--- src/rtl/crfe_pkg.sv ---
// Shared constants and types for the clipped rectangle fill engine.
`default_nettype none

package crfe_pkg;

  localparam int SCREEN_WIDTH  = 320;
  localparam int SCREEN_HEIGHT = 200;
  localparam int STORE_BYTES   = SCREEN_WIDTH * SCREEN_HEIGHT;

  localparam int ADDR_W  = (STORE_BYTES > 1) ? $clog2(STORE_BYTES) : 1;
  localparam int COORD_W = $clog2(((SCREEN_WIDTH > SCREEN_HEIGHT) ?
                                   SCREEN_WIDTH : SCREEN_HEIGHT) + 1);
  localparam int FIELD_W = 16;
  localparam int COUNT_W = 16;

  typedef enum logic [1:0] {
    OP_PIXEL = 2'd0,
    OP_RECT  = 2'd1,
    OP_CLEAR = 2'd2
  } op_e;

  typedef enum logic [1:0] {
    ST_IDLE,
    ST_CLIP,
    ST_FILL,
    ST_DONE
  } state_e;

endpackage

`default_nettype wire

--- src/rtl/clipped_rect_fill_engine.sv ---
// Top level: command sequencer and frame store of the clipped rectangle fill engine.
//
//   channel   dir  handshake                     words
//   command   in   in_valid_i / in_stall_o       operation, left, top, size, color
//   result    out  out_valid_o / out_stall_i     pixels_written
//   config    in   cfg_we_i                      enabled bit
//
// A command is captured, then clipped, then writes one clipped pixel per cycle,
// then posts its result; a command that clips to nothing skips the fill.
// The single write port of the frame store sets the fill rate: one pixel a cycle.
// The frame store holds no reset value; only control registers are cleared.
// A stalled result holds the engine in its final state; a new command is taken
// as soon as the result register is loaded, even while that result still waits.
`default_nettype none

module clipped_rect_fill_engine (
  input  wire logic                                 clk_i,
  input  wire logic                                 rst_ni,
  input  wire logic                                 cfg_we_i,
  input  wire logic                                 cfg_data_i,
  input  wire logic                                 in_valid_i,
  output logic                                      in_stall_o,
  input  wire logic [1:0]                           operation_i,
  input  wire logic signed [crfe_pkg::FIELD_W-1:0]  left_i,
  input  wire logic signed [crfe_pkg::FIELD_W-1:0]  top_i,
  input  wire logic signed [crfe_pkg::FIELD_W-1:0]  rect_width_i,
  input  wire logic signed [crfe_pkg::FIELD_W-1:0]  rect_height_i,
  input  wire logic [7:0]                           fill_color_i,
  output logic                                      out_valid_o,
  input  wire logic                                 out_stall_i,
  output logic [crfe_pkg::COUNT_W-1:0]              pixels_written_o
);
  import crfe_pkg::*;

  localparam int SUM_W = FIELD_W + 1;
  localparam logic [ADDR_W-1:0]  WIDTH_A  = ADDR_W'(SCREEN_WIDTH);
  localparam logic [COORD_W-1:0] WIDTH_C  = COORD_W'(SCREEN_WIDTH);
  localparam logic [COORD_W-1:0] HEIGHT_C = COORD_W'(SCREEN_HEIGHT);

  // clamp a coordinate to [0, hi]
  function automatic logic [COORD_W-1:0] clamp_c(logic signed [SUM_W-1:0] v,
                                                 logic [COORD_W-1:0] hi);
    logic signed [SUM_W-1:0] hs;
    hs = $signed(SUM_W'(hi));
    if (v < 0) begin
      return '0;
    end else if (v > hs) begin
      return hi;
    end
    return COORD_W'(v);
  endfunction

  logic [7:0] frame_store [STORE_BYTES];

  state_e                     state_q, state_d;
  logic                       enabled_q;
  op_e                        op_q, op_d;
  logic signed [FIELD_W-1:0]  left_q, left_d, top_q, top_d;
  logic signed [FIELD_W-1:0]  wid_q, wid_d, hgt_q, hgt_d;
  logic [7:0]                 color_q, color_d;
  logic [COORD_W-1:0]         x0_q, x0_d, x1_q, x1_d, col_q, col_d;
  logic [COORD_W-1:0]         row_q, row_d, y1_q, y1_d;
  logic [ADDR_W-1:0]          addr_q, addr_d, row_base_q, row_base_d;
  logic [COUNT_W-1:0]         count_q, count_d;
  logic                       out_valid_q, out_valid_d;
  logic [COUNT_W-1:0]         out_data_q, out_data_d;
  logic                       mem_we;

  // clip stage signals
  logic signed [SUM_W-1:0]    lx, ty, ws, hs;
  logic                       op_ok;
  logic [COORD_W-1:0]         x0c, x1c, y0c, y1c;
  logic [ADDR_W-1:0]          base_c;
  logic                       go;

  always_comb begin
    op_ok = 1'b1;
    lx = SUM_W'(left_q);
    ty = SUM_W'(top_q);
    ws = SUM_W'(1);
    hs = SUM_W'(1);
    case (op_q)
      OP_PIXEL: ;
      OP_RECT: begin
        ws = SUM_W'(wid_q);
        hs = SUM_W'(hgt_q);
      end
      OP_CLEAR: begin
        lx = '0;
        ty = '0;
        ws = $signed(SUM_W'(WIDTH_C));
        hs = $signed(SUM_W'(HEIGHT_C));
      end
      default: op_ok = 1'b0;
    endcase
    x0c = clamp_c(lx, WIDTH_C);
    x1c = clamp_c(lx + ws, WIDTH_C);
    y0c = clamp_c(ty, HEIGHT_C);
    y1c = clamp_c(ty + hs, HEIGHT_C);
    base_c = ADDR_W'(ADDR_W'(y0c) * WIDTH_A) + ADDR_W'(x0c);
    go = enabled_q && op_ok && (ws > 0) && (hs > 0) && (x1c > x0c) && (y1c > y0c);
  end

  always_comb begin
    state_d     = state_q;
    op_d        = op_q;
    left_d      = left_q;
    top_d       = top_q;
    wid_d       = wid_q;
    hgt_d       = hgt_q;
    color_d     = color_q;
    x0_d        = x0_q;
    x1_d        = x1_q;
    col_d       = col_q;
    row_d       = row_q;
    y1_d        = y1_q;
    addr_d      = addr_q;
    row_base_d  = row_base_q;
    count_d     = count_q;
    out_valid_d = out_valid_q && out_stall_i;
    out_data_d  = out_data_q;
    mem_we      = 1'b0;
    in_stall_o  = 1'b1;

    unique case (state_q)
      ST_IDLE: begin
        in_stall_o = 1'b0;
        if (in_valid_i) begin
          op_d    = op_e'(operation_i);
          left_d  = left_i;
          top_d   = top_i;
          wid_d   = rect_width_i;
          hgt_d   = rect_height_i;
          color_d = fill_color_i;
          state_d = ST_CLIP;
        end
      end
      ST_CLIP: begin
        x0_d       = x0c;
        x1_d       = x1c;
        col_d      = x0c;
        row_d      = y0c;
        y1_d       = y1c;
        addr_d     = base_c;
        row_base_d = base_c;
        count_d    = '0;
        state_d    = go ? ST_FILL : ST_DONE;
      end
      ST_FILL: begin
        mem_we  = 1'b1;
        count_d = count_q + COUNT_W'(1);
        if (col_q + COORD_W'(1) == x1_q) begin
          if (row_q + COORD_W'(1) == y1_q) begin
            state_d = ST_DONE;
          end else begin
            row_d      = row_q + COORD_W'(1);
            col_d      = x0_q;
            row_base_d = row_base_q + WIDTH_A;
            addr_d     = row_base_q + WIDTH_A;
          end
        end else begin
          col_d  = col_q + COORD_W'(1);
          addr_d = addr_q + ADDR_W'(1);
        end
      end
      ST_DONE: begin
        // wait for the result register to free up
        if (!out_valid_q || !out_stall_i) begin
          out_valid_d = 1'b1;
          out_data_d  = count_q;
          state_d     = ST_IDLE;
        end
      end
      default: state_d = ST_IDLE;
    endcase
  end

  always_ff @(posedge clk_i or negedge rst_ni) begin
    if (!rst_ni) begin
      state_q     <= ST_IDLE;
      enabled_q   <= 1'b0;
      out_valid_q <= 1'b0;
    end else begin
      state_q     <= state_d;
      out_valid_q <= out_valid_d;
      if (cfg_we_i) begin
        enabled_q <= cfg_data_i;
      end
    end
  end

  always_ff @(posedge clk_i) begin
    op_q       <= op_d;
    left_q     <= left_d;
    top_q      <= top_d;
    wid_q      <= wid_d;
    hgt_q      <= hgt_d;
    color_q    <= color_d;
    x0_q       <= x0_d;
    x1_q       <= x1_d;
    col_q      <= col_d;
    row_q      <= row_d;
    y1_q       <= y1_d;
    addr_q     <= addr_d;
    row_base_q <= row_base_d;
    count_q    <= count_d;
    out_data_q <= out_data_d;
  end

  always_ff @(posedge clk_i) begin
    if (mem_we) begin
      frame_store[addr_q] <= color_q;
    end
  end

  assign out_valid_o      = out_valid_q;
  assign pixels_written_o = out_data_q;

endmodule

`default_nettype wire

--- config.mk ---
export PLATFORM = sky130hd
export DESIGN_NAME = clipped_rect_fill_engine
export DESIGN_NICKNAME = d
export VERILOG_FILES = /design/src/rtl/crfe_pkg.sv /design/src/rtl/clipped_rect_fill_engine.sv
export SDC_FILE = /design/constraint.sdc
export NUM_CORES = 1
export LEC_CHECK = 0
export ABC_AREA = 1
export BUFFER_PORTS_ARGS = -buffer_cell sky130_fd_sc_hd__buf_2
export CAP_MARGIN = 20
export CORE_MARGIN = 1
export CORE_UTILIZATION = 50
export CTS_CLUSTER_DIAMETER = 120
export DETAILED_ROUTE_END_ITERATION = 16
export PLACE_DENSITY = 0.69
export SYNTH_ARGS = -nofsm -noshare
export SYNTH_HDL_FRONTEND = slang
export SYNTH_SLANG_ARGS = --single-unit
--- constraint.sdc ---
create_clock -name clk_i -period 5.53 [get_ports clk_i]
set_input_delay 0.2765 -clock clk_i [delete_from_list [all_inputs] [get_ports clk_i]]
set_output_delay 0.2765 -clock clk_i [all_outputs]
set_load 0.03 [all_outputs]
## Word-level counts from Yosys, hierarchy flattened

Cells that the tools add are included.

- Logic and storage cells: 104
- Output and inout bits: 18
- Flip-flop bits (word level): 147

- Order comparisons: 12
- $add $sub $neg: 5
- Equality and inequality tests: 13
- Muxes and demuxes: 41
- Reduce and logical (&&, ||, !) cells: 18

Operators by type and width:

| kind | count |
|---|---|
| two-way mux 9 bit | 16 |
| < comparator 17 x 1 -> 1 bit (second input constant) | 4 |
| one-hot mux 17 bit (2 select lines) | 2 |
| one-hot mux 9 bit (2 select lines) | 2 |
| adder 17 bit | 2 |
| greater-than comparator 17 x 1 -> 1 bit (second input constant) | 2 |
| greater-than comparator 17 x 10 -> 1 bit (second input constant) | 2 |
| greater-than comparator 17 x 9 -> 1 bit (second input constant) | 2 |
| two-way mux 17 bit | 2 |
| one-hot mux 16 bit (2 select lines) | 1 |
| adder 9 x 1 -> 9 bit (second input constant) | 2 |
| == test 9 bit | 2 |
| greater-than comparator 9 bit | 2 |
| adder 16 x 1 -> 16 bit (second input constant) | 1 |
| two-way mux 1 bit | 13 |
| != test 2 bit (second input constant) | 5 |
| two-way mux 2 bit | 4 |
| one-hot mux 2 bit (4 select lines) | 1 |
| == test 2 bit (second input constant) | 3 |
| logical AND 1 bit | 6 |
| AND reduction 2 bit | 3 |
| == test 2 x 1 -> 1 bit (second input constant) | 2 |
| zero test 2 bit | 2 |
| AND reduction 4 bit | 1 |
| other kinds (6) | 7 |

## Logic depth before layout (Yosys ltp)

Gate-level depths: netlist of the first run.

- Depth after elaboration: 12
- Depth in mapped cells: 37
- Mapped depth without buffers: 35

## Worst setup path after synthesis of the first run

Ideal clock, no wire load.

- Kind: register to register
- From: reg op_q[1]
- To: reg state_q[0]
- Clock period less this slack: 3.862 ns
- Setup time: 0.118 ns
- Cell stages (with the launch flop): 33
- Path slack: 1.668 ns
- Arrival time: 3.745 ns
- Path buffers: 1
- Cell sequence: edfxtp_1 inv_1 ha_1 buf_2 inv_1 o21ai_0 inv_1 ha_1 fa_1 nand3_1 nand2_2 nand2_2 nand2_2 nand2_1 nand3_1 nand2_2 nand3b_1 nor2_4 nand2_4 nor2_1 ha_1 nand2_1 nor2_1 nand4_1 nand3b_1 nor2_1 nand2_1 nor2_1 nand2_1 nand2_1 nand2_1 nand3_1 nand2_1

- Longest elaborated chain between the ends: 12

RTL lines:

| element | line | text |
|---|---|---|
| start, declared | clipped_rect_fill_engine.sv:57 | `op_e op_q, op_d;` |
| start signal, assigned | clipped_rect_fill_engine.sv:193 | `op_q <= op_d;` |
| == test 2 bit / == test 2 x 1 -> 1 bit (equally long branches) | clipped_rect_fill_engine.sv:82 | `case (op_q)` |
| one-hot mux 17 bit (2 select lines) / two-way mux 17 bit (equally long branches) | clipped_rect_fill_engine.sv:82 |  |
| adder 17 bit (*) | clipped_rect_fill_engine.sv:97 | `x1c = clamp_c(lx + ws, WIDTH_C);` |
| greater-than comparator 17 x 10 -> 1 bit | clipped_rect_fill_engine.sv:47 | `end else if (v > hs) begin` |
| two-way mux 1 bit | clipped_rect_fill_engine.sv:47 |  |
| two-way mux 1 bit | clipped_rect_fill_engine.sv:45 | `if (v < 0) begin` |
| two-way mux 9 bit (*) | clipped_rect_fill_engine.sv:50 | `return COORD_W'(v);` |
| via x1c[4] | clipped_rect_fill_engine.sv:72 | `logic [COORD_W-1:0] x0c, x1c, y0c, y1c;` |
| greater-than comparator 9 bit (*) | clipped_rect_fill_engine.sv:101 | `go = enabled_q && op_ok && (ws > 0) && (hs > 0) && (x1c > x0c) && (y1c > y0c);` |
| logical AND 1 bit (*) (2 in a row) | clipped_rect_fill_engine.sv:101 |  |
| two-way mux 1 bit (*) | clipped_rect_fill_engine.sv:147 | `state_d = go ? ST_FILL : ST_DONE;` |
| one-hot mux 2 bit (4 select lines) (*) | clipped_rect_fill_engine.sv:125 | `unique case (state_q)` |
| end signal, assigned | clipped_rect_fill_engine.sv:184 | `state_q <= state_d;` |
| end, declared | clipped_rect_fill_engine.sv:55 | `state_e state_q, state_d;` |

Mark *: on every way through the listed nets, which the timed path passes. The rest lies on a longest branch.
A chain may end at the register's enable or synchronous reset.

## Worst setup path after layout of the first run

- From: reg op_q[0]
- To: reg state_q[0]

RTL lines:

| element | line | text |
|---|---|---|
| == test 2 bit / == test 2 x 1 -> 1 bit (equally long branches) | clipped_rect_fill_engine.sv:82 |  |
| one-hot mux 17 bit (2 select lines) / two-way mux 17 bit (equally long branches) | clipped_rect_fill_engine.sv:82 |  |
| adder 17 bit (*) | clipped_rect_fill_engine.sv:99 | `y1c = clamp_c(ty + hs, HEIGHT_C);` |
| greater-than comparator 17 x 9 -> 1 bit | clipped_rect_fill_engine.sv:47 |  |
| two-way mux 1 bit | clipped_rect_fill_engine.sv:47 |  |
| two-way mux 1 bit | clipped_rect_fill_engine.sv:45 |  |
| two-way mux 9 bit (*) | clipped_rect_fill_engine.sv:50 |  |
| via y1c[4] | clipped_rect_fill_engine.sv:72 |  |
| greater-than comparator 9 bit (*) | clipped_rect_fill_engine.sv:101 |  |
| logical AND 1 bit (*) | clipped_rect_fill_engine.sv:101 |  |
| two-way mux 1 bit (*) | clipped_rect_fill_engine.sv:147 |  |
| one-hot mux 2 bit (4 select lines) (*) | clipped_rect_fill_engine.sv:125 |  |

Marks and branches as above.

==> impl_metrics.ini, run 1 <==
[power]
switching_share = 0.4064
power_density_nw_per_um2 = 458.3
p_seq_frac = 0.379
p_leak_nw = 5.484
power.switching_mw = 2.087
p_int_mw = 3.048
clkPwrFrac = 0.217
ir_worst_vdd_uv = 253.4
pwr-share-comb = 0.403

[clock_tree]
cts.path.max_buffers = 2
cts_root_buf = clkbuf_16
cts_setup_buffers = 0
cts_tree = built
cts_buffers = 17
clk_pin_slew_ps = 70
clock-sinks = 147
cts_resized = 0
htreeDepth = 4
clock_latency_ps = 420

[timing]
min_period_ps = 4738
worst_pin_slew_ps = 840.1
final.setup.tns_ps = 0
layout_setup_ws_ps = 791.9
final.period_utilization = 0.8568
setup_viol = 0
rsz0062_at_grt = false
fmax_mhz = 211.1
slew-limit-headroom = 0.4399
fin_skew_ps = 12.26
hold_viol = 0
drv_slew = 0

[place]
gp_congestion = 0.9271
dp_hpwl_um = 17020
port_buffers = 89
dpl_worst_slack_ps = 831.9

[grt]
grt_pass1_vias = 7698
grt_pass1_wl_um = 35450
grt_max_degree = 67
antenna_found_initial = 0
grt_remaining_overflow = 0
grt_usage = 0.2246

[floorplanning]
core_um2 = 19400
fp.dieH_um = 142.5
die_w_um = 142.5
die-area_um2 = 20300
pin_count = 98
row_count = 51
initial_core_util = 0.5086

[synthesis]
avgSynthCellArea_um2 = 7.812
synth_area_um2 = 9867
yosys_warnings = 0
yosysSeqAreaShare = 0.4453
synth_seq_cells = 147
synth_cell_types = 43
synthCells = 1263

[worst_setup_path]
end_kind = flop
cp-start-kind = flop
critPathMaxFanout = 18
crit_required_ps = 5840
critPathMostFrequentCell = nand2_1
slowest_stage = ha_1
path_class = reg2reg
crit_arrival_ps = 5050
max_stage_delay_ps = 520

[drt]
wl_per_cell_um = 13.22
route.met2.wl_um = 10420
drt-initial-drc-count = 552
drt_first_pass_iters = 5
vias = 8343
ant_nets = 0
met1Wirelength_um = 9933
wl_um = 21740
route.met3.wl_um = 1023
drc_errors = 0
viasPerCell = 5.072
top_layer = met4

[flow_run]
drv_cap = 0

[status]
outcome = finished, final reports clean

[finish]
layout_common_cells = nand2_1, inv_1, edfxtp_1
fin_util = 0.5777
mostFrequentLayoutCell = nand2_1
fin_nets = 1510
final_layout_size_suffix_gt1_frac = 0.1181
area_growth_syn_to_layout_pct = 13.57
fillerInstances = 1829
insertedDiodeCount = 0

[min_path]
hold_path_class = in2reg
## state kept, by name, summed over array words and instances (netlist names)
register	flops
hgt_q	16
y1_q	9
col_q	9
wid_q	16
left_q	16
row_q	9
state_q	2
x1_q	9
op_q	2
enabled_q	1
pixels_written_o	16
out_valid_o	1
top_q	16
x0_q	9
count_q	16
## cell type report
| cell class | instances | area (µm²) | area share |
|---|---|---|---|
| clock inverter | 13 | 135.1 | 0.01206 |
| tap | 265 | 331.6 | 0.02959 |
| timing repair buffer | 98 | 515.5 | 0.04600 |
| clock buffer | 19 | 432.9 | 0.03863 |
| inverter | 205 | 772.0 | 0.06889 |
| multi-input combinational | 898 | 4624 | 0.4127 |
| sequential | 147 | 4394 | 0.3921 |
## critical path: cells and delay by family (launching register included)
kind / cells / cell delay [ps]
and+or+nand+nor: 24 / 2200
AOI/OAI and AO/OA: 1 / 200
adders and majority gates: 4 / 1420
DFF: 1 / 420
buffers and inverters: 3 / 370
## routing by layer
metal  global-route usage  up-vias
li1                     -     4336
met1               0.2838     3722
met2               0.3906      258
met3              0.03466       27
met4              0.07697        0
met5                    0        -
## path summary, 6_finish.rpt
kind / slack (ps) / end / cells after the start / start
worst max-delay path: 790 / state_q[0] / 32 / op_q[0]
max in group asynchronous: 5210 / state_q[1] / 2 / rst_ni
worst min register to register: 450 / pixels_written_o[10] / 0 / count_q[10]
min in group asynchronous: 190 / out_valid_o / 2 / rst_ni
worst max register to register: 790 / state_q[0] / 32 / op_q[0]
worst min-delay path: 20 / top_q[14] / 1 / top_i[14]
## timing repair
| action | 4_1_cts | 5_1_grt |
|---|---|---|
| hold endpoints to repair | 4 | 0 |
| hold buffers | 1 | 0 |
| endpoints found under the setup margin | 0 | 0 |
## through the flow
stage	power, mW	hold slack [ps]	cell area (µm²)	std cells
2_1_floorplan	3.498	-19.09	9871	1264
3_3_place_gp	3.980	88.53	10630	1612
4_1_cts	5.153	12.79	11210	1645
5_1_grt	5.508	13.60	11210	1645
3_5_place_dp	4.028	87.65	10630	1612
6_report	5.135	22.29	11210	1645
## logic make-up (layout without fill, tap and decap cells)
group	count (synthesis)	count (layout)	share of synthesized area
AOI/OAI and AO/OA	93	93	0.05148
xor gates and xnor gates	14	14	0.01243
adders and majority gates	63	63	0.08141
buffers and inverters	219	335	0.08635
DFF	147	147	0.4453
other	2	3	0.0007611
and+or+nand+nor	725	725	0.3222
## cell usage after synthesis (all sizes together)
cell type    n  area, µm²
a211oi       1      7.510
a21o         2      15.01
a21oi       47      242.7
a31oi        2      12.51
and2         5      31.28
buf          9      61.30
clkbuf       5      18.77
conb         2      7.510
dfrtp        4      100.1
edfxtp     143       4294
fa           2      40.04
ha          61      763.2
inv        205      772.0
nand2      396       1534
nand3      108      560.5
nand3b      17      127.6
nand4       21      131.4
nor2       144      584.3
nor3        19      100.1
nor3b        1      7.510
nor4        11      83.83
o211ai       8      60.06
o21a         2      15.01
o21ai       31      155.1
or2          3      18.77
xnor2        3      26.28
xor2        11      96.34
## power groups by stage
stage / sequential [mW] / combinational (mW) / clock, mW
after global routing: 1.99 / 2.35 / 1.17
after detailed placement: 1.97 / 2.06 / 0
final: 1.95 / 2.07 / 1.12
after CTS: 1.95 / 2.07 / 1.13
after global placement: 1.95 / 2.03 / 0
after floorplan: 1.99 / 1.50 / 0
No activity file was read; power rests on OpenSTA's default activity.
==> run 2: changes to the inputs <==
--- a/config.mk
+++ b/config.mk
@@ -10,9 +10,11 @@
 export CAP_MARGIN = 20
 export CORE_MARGIN = 1
 export CORE_UTILIZATION = 50
+export CTS_BUF_LIST = sky130_fd_sc_hd__clkbuf_4 sky130_fd_sc_hd__clkbuf_8
 export CTS_CLUSTER_DIAMETER = 120
 export DETAILED_ROUTE_END_ITERATION = 16
 export PLACE_DENSITY = 0.69
+export SLEW_MARGIN = 20
 export SYNTH_ARGS = -nofsm -noshare
 export SYNTH_HDL_FRONTEND = slang
 export SYNTH_SLANG_ARGS = --single-unit
==> impl_metrics.ini, run 2 (synthesized netlist as in run 1, its figures left out) <==
[clock_tree]
htreeDepth = 4
clock_latency_ps = 460
cts.path.max_buffers = 2
clk_pin_slew_ps = 80
clock-sinks = 147
cts_resized = 0
cts_root_buf = clkbuf_8
cts_buffers = 17
cts_tree = built

[timing]
slew-limit-headroom = 0.4193
rsz0062_at_grt = false
drv_slew = 0
fin_skew_ps = 14.79
worst_pin_slew_ps = 871.0
final.setup.tns_ps = 0
final.period_utilization = 0.8567
hold_viol = 0
setup_viol = 0
fmax_mhz = 211.1
min_period_ps = 4738

[place]
port_buffers = 89
placed_area_um2 = 10630
gp_congestion = 0.9271
dp_hpwl_um = 17020

[floorplanning]
die_w_um = 142.5
core_um2 = 19400
pin_count = 98
die-area_um2 = 20300
initial_core_util = 0.5086
fp.dieH_um = 142.5
row_count = 51

[min_path]
hold_path_class = in2reg

[grt]
grt_pass1_wl_um = 37170
grt_usage = 0.2356
antenna_found_initial = 0
grt_remaining_overflow = 0
grt_max_degree = 67
grt_pass1_vias = 8015

[worst_setup_path]
r2r_slack_ps = 790
cp-start-kind = flop
crit_required_ps = 5880
end_kind = flop
max_stage_delay_ps = 520
critPathMostFrequentCell = nand2_1
slowest_stage = ha_1
crit_arrival_ps = 5090
path_class = reg2reg
critPathMaxFanout = 18

[power]
ir_worst_vdd_uv = 233.7
pwr-share-comb = 0.431
switching_share = 0.4229
p_int_mw = 2.820
power_density_nw_per_um2 = 420.8
power.switching_mw = 2.066
p_seq_frac = 0.399
p_leak_nw = 5.650
clkPwrFrac = 0.170

[drt]
drc_errors = 0
ant_nets = 0
wl_per_cell_um = 13.50
viasPerCell = 5.032
vias = 8575
drt_first_pass_iters = 5
drt-initial-drc-count = 517
wl_um = 23000

[finish]
final_layout_size_suffix_gt1_frac = 0.1147
insertedDiodeCount = 0
fillerInstances = 1810
multiInputGateArea_um2 = 4624
final_area_um2 = 11610
fin_nets = 1569
area_growth_syn_to_layout_pct = 17.69
mostFrequentLayoutCell = nand2_1
layout_common_cells = nand2_1, inv_1, edfxtp_1
register_area_um2 = 4394

[status]
outcome = finished, final reports clean

[flow_run]
drv_cap = 0
==> run 2: cell type report <==
| type | count | area share |
|---|---|---|
| Timing Repair Buffer | 157 | 0.09525 |
| Multi-Input combinational cell | 898 | 0.3982 |
| Inverter | 205 | 0.06648 |
| Clock buffer | 19 | 0.02144 |
| Tap cell | 265 | 0.02855 |
| Clock inverter | 13 | 0.01164 |
| Sequential cell | 147 | 0.3784 |
==> run 2: path summary, 6_finish.rpt <==
kind	endpoint	cells after the start	start
min in group asynchronous	out_valid_o	2	rst_ni
setup reg to reg	state_q[0]	32	op_q[0]
hold / removal	hgt_q[5]	1	rect_height_i[5]
setup / recovery	state_q[0]	32	op_q[0]
max in group asynchronous	state_q[1]	2	rst_ni
hold reg to reg	pixels_written_o[10]	0	count_q[10]
==> run 2: stage by stage <==
stage / setup slack, ps / utilization / total power, mW / hold slack (ps) / cells
global placement: 885.2 / 0.5479 / 3.980 / 88.53 / 1612
finish: 792.2 / 0.5986 / 4.887 / 23.20 / 1704
floorplan: 1668 / - / 3.498 / -19.09 / 1264
global route: 297.3 / 0.5986 / 5.263 / 4.382 / 1704
detailed placement: 831.9 / 0.5479 / 4.028 / 87.65 / 1612
CTS: 814.2 / 0.5971 / 4.888 / 0.01074 / 1701
==> run 2: power by group through the flow <==
stage	Sequential [mW]	Clock, mW	Combinational [mW]
floorplan	1.99	0	1.50
global placement	1.95	0	2.03
detailed placement	1.97	0	2.06
CTS	1.95	0.840	2.10
global route	1.99	0.886	2.38
finish	1.95	0.832	2.11
==> run 2: repair_timing <==
item	in CTS	in global routing
endpoints found under the hold margin	60	3
buffers inserted	0	0
hold buffers	57	3
==> run 2: layer usage <==
layer	global-route usage	wire length [µm]	up-vias
li1	-	-	4452
met1	0.2928	10270	3867
met2	0.4174	11180	220
met3	0.03600	1117	36
met4	0.07697	429	0
met5	0	0	-
==> run 2: worst max-delay path, delay by kind of cell (launching register included) <==
family / cells / cell delay, ps
adder cells (fa/ha/maj): 4 / 1430
AND/OR/NAND/NOR: 24 / 2190
buffers and inverters: 3 / 370
AO/OA/AOI/OAI: 1 / 200
flip-flops: 1 / 430
